File: config.mk
export PLATFORM = sky130hd
export DESIGN_NAME = utf8_stream_decoder
export DESIGN_NICKNAME = d
export VERILOG_FILES = /design/src/rtl/core/u8d_pkg.sv /design/src/rtl/core/utf8_stream_decoder.sv
export VERILOG_INCLUDE_DIRS = /design/src /design/src/rtl/core
export SDC_FILE = /design/constraint.sdc
export NUM_CORES = 1
export LEC_CHECK = 0
export BUFFER_PORTS_ARGS = -buffer_cell sky130_fd_sc_hd__buf_2
export CAP_MARGIN = 20
export CORE_ASPECT_RATIO = 0.9
export CORE_MARGIN = 2
export CORE_UTILIZATION = 55
export DETAILED_ROUTE_END_ITERATION = 10
export GPL_TIMING_DRIVEN = 0
export PLACE_DENSITY = 0.79
export SLEW_MARGIN = 25
export SYNTH_ARGS = -nofsm -noshare
export SYNTH_HDL_FRONTEND = slang
export SYNTH_SLANG_ARGS = --single-unit
File: constraint.sdc
create_clock -name i_clk -period 8.3 [get_ports i_clk]
set_clock_uncertainty 0.1 [all_clocks]
set_input_delay 1.66 -clock i_clk [delete_from_list [all_inputs] [get_ports i_clk]]
set_output_delay 1.66 -clock i_clk [all_outputs]
set_load 0.05 [all_outputs]
File: src/rtl/core/assert_macros.svh
// Assertion macros shared by the RTL: a held property and a forbidden condition.
`ifndef ASSERT_MACROS_SVH
`define ASSERT_MACROS_SVH

`ifndef SYNTHESIS

// Property must hold at every clock edge outside reset.
`define ASSERT_PROP(label, clk, rst_n, prop) \
    label: assert property (@(posedge clk) disable iff (!rst_n) (prop)) \
        else $error("assertion failed");

// Condition must never be seen at a clock edge outside reset.
`define ASSERT_NEVER(label, clk, rst_n, cond) \
    label: assert property (@(posedge clk) disable iff (!rst_n) !(cond)) \
        else $error("forbidden condition seen");

`else

`define ASSERT_PROP(label, clk, rst_n, prop)
`define ASSERT_NEVER(label, clk, rst_n, cond)

`endif

`endif

File: src/rtl/core/u8d_pkg.sv
// Types and constants of the UTF-8 stream decoder.
`timescale 1ns / 1ps
`default_nettype none

package u8d_pkg;

    localparam int unsigned BYTE_W = 8;
    localparam int unsigned CP_W   = 31;
    localparam int unsigned LEN_W  = 3;
    localparam int unsigned ST_W   = 2;
    localparam int unsigned IN_TDATA_W  = 8;
    localparam int unsigned OUT_TDATA_W = 40;
    localparam int unsigned OUT_TUSER_W = 2;

    typedef logic [CP_W-1:0]  t_code_point;
    typedef logic [LEN_W-1:0] t_seq_len;
    typedef logic [ST_W-1:0]  t_status;

    localparam t_status ST_OK       = 2'd0;
    localparam t_status ST_REPLACED = 2'd1;
    localparam t_status ST_INVALID  = 2'd2;

    localparam t_code_point CP_SPACE = 31'h20;
    localparam t_code_point CP_ZERO  = 31'h0;

    localparam t_seq_len LEN_NONE = 3'd0;
    localparam t_seq_len LEN_1    = 3'd1;
    localparam t_seq_len LEN_2    = 3'd2;
    localparam t_seq_len LEN_3    = 3'd3;
    localparam t_seq_len LEN_4    = 3'd4;
    localparam t_seq_len LEN_5    = 3'd5;
    localparam t_seq_len LEN_6    = 3'd6;

endpackage

`default_nettype wire

File: src/rtl/core/utf8_stream_decoder.sv
// UTF-8 stream decoder: bytes in, code points out, a byte per unstalled cycle.
//
// Slave channel s_axis carries one raw byte per transfer in tdata[7:0].
// Master channel m_axis carries one decoded character per transfer:
// tdata holds the code point and the sequence length, tuser the status
// (ok, stray continuation replaced by a space, invalid lead byte).
// Sequences of one to six bytes are decoded; continuation bytes give their
// low six bits unchecked. Only the byte that ends a sequence, a stray
// continuation or an invalid lead produces a result; other bytes produce none.
// Path: a byte taken is registered in the input register, decoded from there
// into the result register, and shown on m_axis from the result register.
// Throughput: one byte per cycle unless m_axis stalls, set by the single
// decode step between the input register and the result register.
// Reset clears both valid flags and the sequence state, so the decoder
// waits for a lead byte. When the receiver stalls, the result register
// holds, the input register fills, and s_axis_tready falls after that.
`timescale 1ns / 1ps
`default_nettype none

module utf8_stream_decoder (
    input  wire  i_clk,
    input  wire  i_rst_n,
    // tdata: in_byte [7:0]
    input  wire  [u8d_pkg::IN_TDATA_W-1:0]  s_axis_tdata,
    input  wire  s_axis_tvalid,
    output logic s_axis_tready,
    // tdata: code_point [30:0], seq_length [33:31], zero pad [39:34]
    output logic [u8d_pkg::OUT_TDATA_W-1:0] m_axis_tdata,
    // tuser: status [1:0]
    output logic [u8d_pkg::OUT_TUSER_W-1:0] m_axis_tuser,
    output logic m_axis_tvalid,
    input  wire  m_axis_tready
);
    import u8d_pkg::*;

    `include "assert_macros.svh"

    logic              r_in_valid;
    logic [BYTE_W-1:0] r_in_byte;

    t_code_point r_partial;
    t_seq_len    r_left;
    t_seq_len    r_total;
    t_code_point n_partial;
    t_seq_len    n_left;
    t_seq_len    n_total;

    logic        r_out_valid;
    t_code_point r_out_cp;
    t_seq_len    r_out_len;
    t_status     r_out_st;

    logic        w_adv;
    logic        w_fire;
    logic        w_emit;
    t_code_point w_cp;
    t_seq_len    w_len;
    t_status     w_st;
    t_code_point w_shifted;

    // The result register frees when empty or when its transfer completes
    assign w_adv         = !r_out_valid || m_axis_tready;
    assign w_fire        = r_in_valid && w_adv;
    assign s_axis_tready = !r_in_valid || w_adv;

    always_ff @(posedge i_clk) begin
        if (!i_rst_n) begin
            r_in_valid <= 1'b0;
        end else if (s_axis_tready) begin
            r_in_valid <= s_axis_tvalid;
        end
    end

    always_ff @(posedge i_clk) begin
        if (s_axis_tready && s_axis_tvalid) begin
            r_in_byte <= s_axis_tdata[BYTE_W-1:0];
        end
    end

    assign w_shifted = {r_partial[CP_W-7:0], r_in_byte[5:0]};

    always_comb begin
        n_partial = r_partial;
        n_left    = r_left;
        n_total   = r_total;
        w_emit    = 1'b0;
        w_cp      = CP_ZERO;
        w_len     = LEN_NONE;
        w_st      = ST_OK;
        if (r_left != LEN_NONE) begin
            n_left = r_left - 3'd1;
            if (r_left == LEN_1) begin
                // last continuation: deliver and go back to awaiting a lead
                w_emit    = 1'b1;
                w_cp      = w_shifted;
                w_len     = r_total;
                n_partial = CP_ZERO;
                n_total   = LEN_NONE;
            end else begin
                n_partial = w_shifted;
            end
        end else if (!r_in_byte[7]) begin
            w_emit = 1'b1;
            w_cp   = {{(CP_W-BYTE_W){1'b0}}, r_in_byte};
            w_len  = LEN_1;
        end else if (!r_in_byte[6]) begin
            w_emit = 1'b1;
            w_cp   = CP_SPACE;
            w_len  = LEN_1;
            w_st   = ST_REPLACED;
        end else if (!r_in_byte[5]) begin
            n_partial = {{(CP_W-5){1'b0}}, r_in_byte[4:0]};
            n_total   = LEN_2;
            n_left    = LEN_1;
        end else if (!r_in_byte[4]) begin
            n_partial = {{(CP_W-4){1'b0}}, r_in_byte[3:0]};
            n_total   = LEN_3;
            n_left    = LEN_2;
        end else if (!r_in_byte[3]) begin
            n_partial = {{(CP_W-3){1'b0}}, r_in_byte[2:0]};
            n_total   = LEN_4;
            n_left    = LEN_3;
        end else if (!r_in_byte[2]) begin
            n_partial = {{(CP_W-2){1'b0}}, r_in_byte[1:0]};
            n_total   = LEN_5;
            n_left    = LEN_4;
        end else if (!r_in_byte[1]) begin
            n_partial = {{(CP_W-1){1'b0}}, r_in_byte[0]};
            n_total   = LEN_6;
            n_left    = LEN_5;
        end else begin
            w_emit = 1'b1;
            w_st   = ST_INVALID;
        end
    end

    always_ff @(posedge i_clk) begin
        if (!i_rst_n) begin
            r_partial <= CP_ZERO;
            r_left    <= LEN_NONE;
            r_total   <= LEN_NONE;
        end else if (w_fire) begin
            r_partial <= n_partial;
            r_left    <= n_left;
            r_total   <= n_total;
        end
    end

    always_ff @(posedge i_clk) begin
        if (!i_rst_n) begin
            r_out_valid <= 1'b0;
        end else if (w_adv) begin
            r_out_valid <= w_fire && w_emit;
        end
    end

    // hold the payload until its transfer completes
    always_ff @(posedge i_clk) begin
        if (w_fire && w_emit) begin
            r_out_cp  <= w_cp;
            r_out_len <= w_len;
            r_out_st  <= w_st;
        end
    end

    assign m_axis_tvalid = r_out_valid;
    assign m_axis_tdata  = {{(OUT_TDATA_W-CP_W-LEN_W){1'b0}}, r_out_len, r_out_cp};
    assign m_axis_tuser  = r_out_st;

    `ASSERT_NEVER(a_left_range, i_clk, i_rst_n, r_left > LEN_5)
    `ASSERT_PROP(a_idle_no_total, i_clk, i_rst_n,
        (r_left == LEN_NONE) |-> (r_total == LEN_NONE))
    `ASSERT_PROP(a_total_above_left, i_clk, i_rst_n,
        (r_left != LEN_NONE) |-> (r_total > r_left))
    `ASSERT_PROP(a_invalid_payload, i_clk, i_rst_n,
        (r_out_valid && r_out_st == ST_INVALID) |->
            (r_out_len == LEN_NONE && r_out_cp == CP_ZERO))
    `ASSERT_PROP(a_stall_holds_input, i_clk, i_rst_n,
        (r_in_valid && !w_adv) |=> (r_in_valid && $stable(r_in_byte)))

endmodule

`default_nettype wire

==> results_dict.tcl <==
set metrics [dict create \
    antenna_found_initial 0 \
    clk_path_buf_depth 2 \
    placed_cell_area_sq_mm 0.003588 \
    power.internal_mw 0.5837 \
    yosys-top-cells-count "44 x edfxtp_1, 33 x dfxtp_1, 29 x a21oi_1, 29 x and2_1, 24 x nand4_1" \
    netlist_area_sq_mm 0.003199 \
    holdBufCountCts 0 \
    p_clk_share_pct 34.2 \
    power.switching_mw 0.2252 \
    postCtsSetupBuffers 0 \
    wl_per_cell_um 15.92 \
    max_freq_mhz 244.6 \
    syn_inst 285 \
    hold_violations 0 \
    rsz0062_at_grt "false" \
    fin_crit_sh_pct 49.25 \
    tightest_slew_ns 0.6066 \
    synth-edff-count 44 \
    start_kind "primary input" \
    die_w_um 84.40 \
    combPwrFrac_pct 13.4 \
    slew_headroom_pct 59.56 \
    first_pass_iters 5 \
    io_buffers 48 \
    yosysMostFrequentCell "edfxtp_1" \
    synth_area_leaders "edfxtp_1 41%, dfxtp_1 21%, and2_1 5.7%" \
    wirelength_mm 6.764 \
    die_h_um 76.36 \
    drv_cap 0 \
    clock_latency_ns 0.35 \
    ir_drop_v 0.0001083 \
    cts_buffers 9 \
    ys_types 41 \
    worstSetupPathType "in2out" \
    drc_errors 0 \
    yosysSeqAreaShare_pct 61.95 \
    num-nets-final 365 \
    grt_use_total_pct 22.30 \
    syn_to_final_growth_pct 18.15 \
    path_max_fanout 4 \
    fin_area_sq_mm 0.003780 \
    cts_resized 0 \
    yosysTopAreaCellShare_pct 41.30 \
    cts_tree "built" \
    dp_hpwl_mm 4.618 \
    place.gp.congestion 0.9014 \
    core_area_sq_mm 0.005660 \
    postRouteAntennaNets 0 \
    drive_gt1_share_pct 23.66 \
    via_per_inst 5.687 \
    cts_root_buffer "clkbuf_8" \
    p_sw_share_pct 27.84 \
    slew_violations 0 \
    power_density_mw_per_mm2 214.0 \
    required_ns 6.54 \
    rows 26 \
    num_antenna_cells 0 \
    avgSynthCellArea_sq_um 11.23 \
    initial_utilization_pct 56.52 \
    h-tree-depth 3 \
    yosysTopAreaCell "edfxtp_1" \
    setup_viol 0 \
    pre_cts_slack_ns 4.207 \
    via_count 2417 \
    grt_max_degree 25 \
    grt_pass1_vias 2271 \
    clock-sinks 77 \
    cp-end-kind "primary output" \
    cp.arrival_ns 2.33 \
    dieArea_sq_mm 0.006444 \
    hp-class "reg2reg" \
    setup_ws_ns 4.212 \
    ioPinCount 56 \
    ys.flop_type "edfxtp_1" \
    grt_pass1_wl_mm 11.20 \
    synth_warnings 0 \
    p_seq_share_pct 52.5 \
    p_leak_nw 1.407 \
    synthArstFlopShare_pct 0 \
    ys_ff_latch 77 \
    drt_iter0_markers 218 \
    status "finished clean" \
    min_period_ns 4.088 \
    grt.overflow.total 0 \
    fin_tns_setup_ns 0 \
    clk_pin_slew_ns 0.08 \
]
-- cells by family (layout without fill, tap and decap cells) --
kind of cell	Yosys count	count (layout)	share of synthesized area [%]
AND/OR/NAND/NOR	96	96	17.91
buffers and inverters	34	99	5.006
AO/OA/AOI/OAI	72	72	13.06
multiplexers	2	2	0.7820
other	1	6	0.1172
flip-flops	77	77	61.95
adder cells (fa/ha/maj)	3	3	1.173
-- worst max-delay path: stages --
cell	delay, ns
buf_2	0.10
nor2b_1	0.25
nand2_1	0.10
buf_2	0.22
-- final cells by class --
cell class              count  area (sq um)
plain buffers              30         145.1
clock buffers              10         127.6
clock inverters             6         63.81
fillers                   483          1881
inverters                   4         15.01
multi-input cells         179          1091
flip-flops and latches     77          1982
well taps                  70         87.58
repair buffers             49         267.8
-- registers in the layout (all words and copies together), names as in the netlist --
signal,count
r_out_cp,31
r_partial,25
r_left,3
r_total,3
r_in_valid,1
r_out_len,3
r_in_byte,8
m_axis_tuser,2
m_axis_tvalid,1
-- per-stage QoR --
| step | std cells | hold slack (ns) | power (mW) | util, % |
|---|---|---|---|---|
| 2_1_floorplan | 290 | 0.3337 | 0.5139 | - |
| 3_3_place_gp | 408 | 0.3454 | 0.5356 | 62.64 |
| 3_5_place_dp | 409 | 0.3496 | 0.5404 | 63.40 |
| 4_1_cts | 425 | 0.3772 | 0.8092 | 66.78 |
| 5_1_grt | 425 | 0.3994 | 0.8336 | 66.78 |
| 6_report | 425 | 0.3815 | 0.8090 | 66.78 |
-- final timing paths --
path	from	end	slack, ns	cells past startpoint
max reg2reg	r_left[0]	r_out_cp[17]	5.72	6
max	m_axis_tready	s_axis_tready	4.21	4
min reg2reg	r_partial[19]	r_partial[19]	0.38	2
min	r_partial[19]	r_partial[19]	0.38	2
-- cell usage in the layout (no fill, tap or decap), drive strengths merged, types with 3 or more instances in the layout --
cell    count
edfxtp     44
buf        65
inv         4
nor3b       3
nand4      24
nor2        7
nand3       5
nor2b       6
a311oi      4
clkbuf     24
ha          3
o21ai      26
dfxtp      33
a21oi      29
clkinv      3
conb        6
and2       29
nand2       9
nand2b      5
-- power groups by stage --
stage,Sequential (mW),Combinational (mW),Clock (mW)
CTS,0.424,0.108,0.277
floorplan,0.467,0.0468,0
global placement,0.434,0.102,0
detailed placement,0.433,0.107,0
global route,0.426,0.116,0.292
finish,0.424,0.108,0.276
-- per-layer routing --
| layer | part of all wire, % | wire length, um | up-vias | track usage, % |
|---|---|---|---|---|
| li1 | - | - | 1163 | - |
| met1 | 44 | 2967 | 1142 | 30.36 |
| met2 | 48 | 3244 | 100 | 35.00 |
| met3 | 6.3 | 427 | 12 | 4.550 |
| met4 | 1.8 | 125 | 0 | 9.524 |
| met5 | 0 | 0 | - | 0 |
Note: power is estimated with default switching activity, not from simulation.
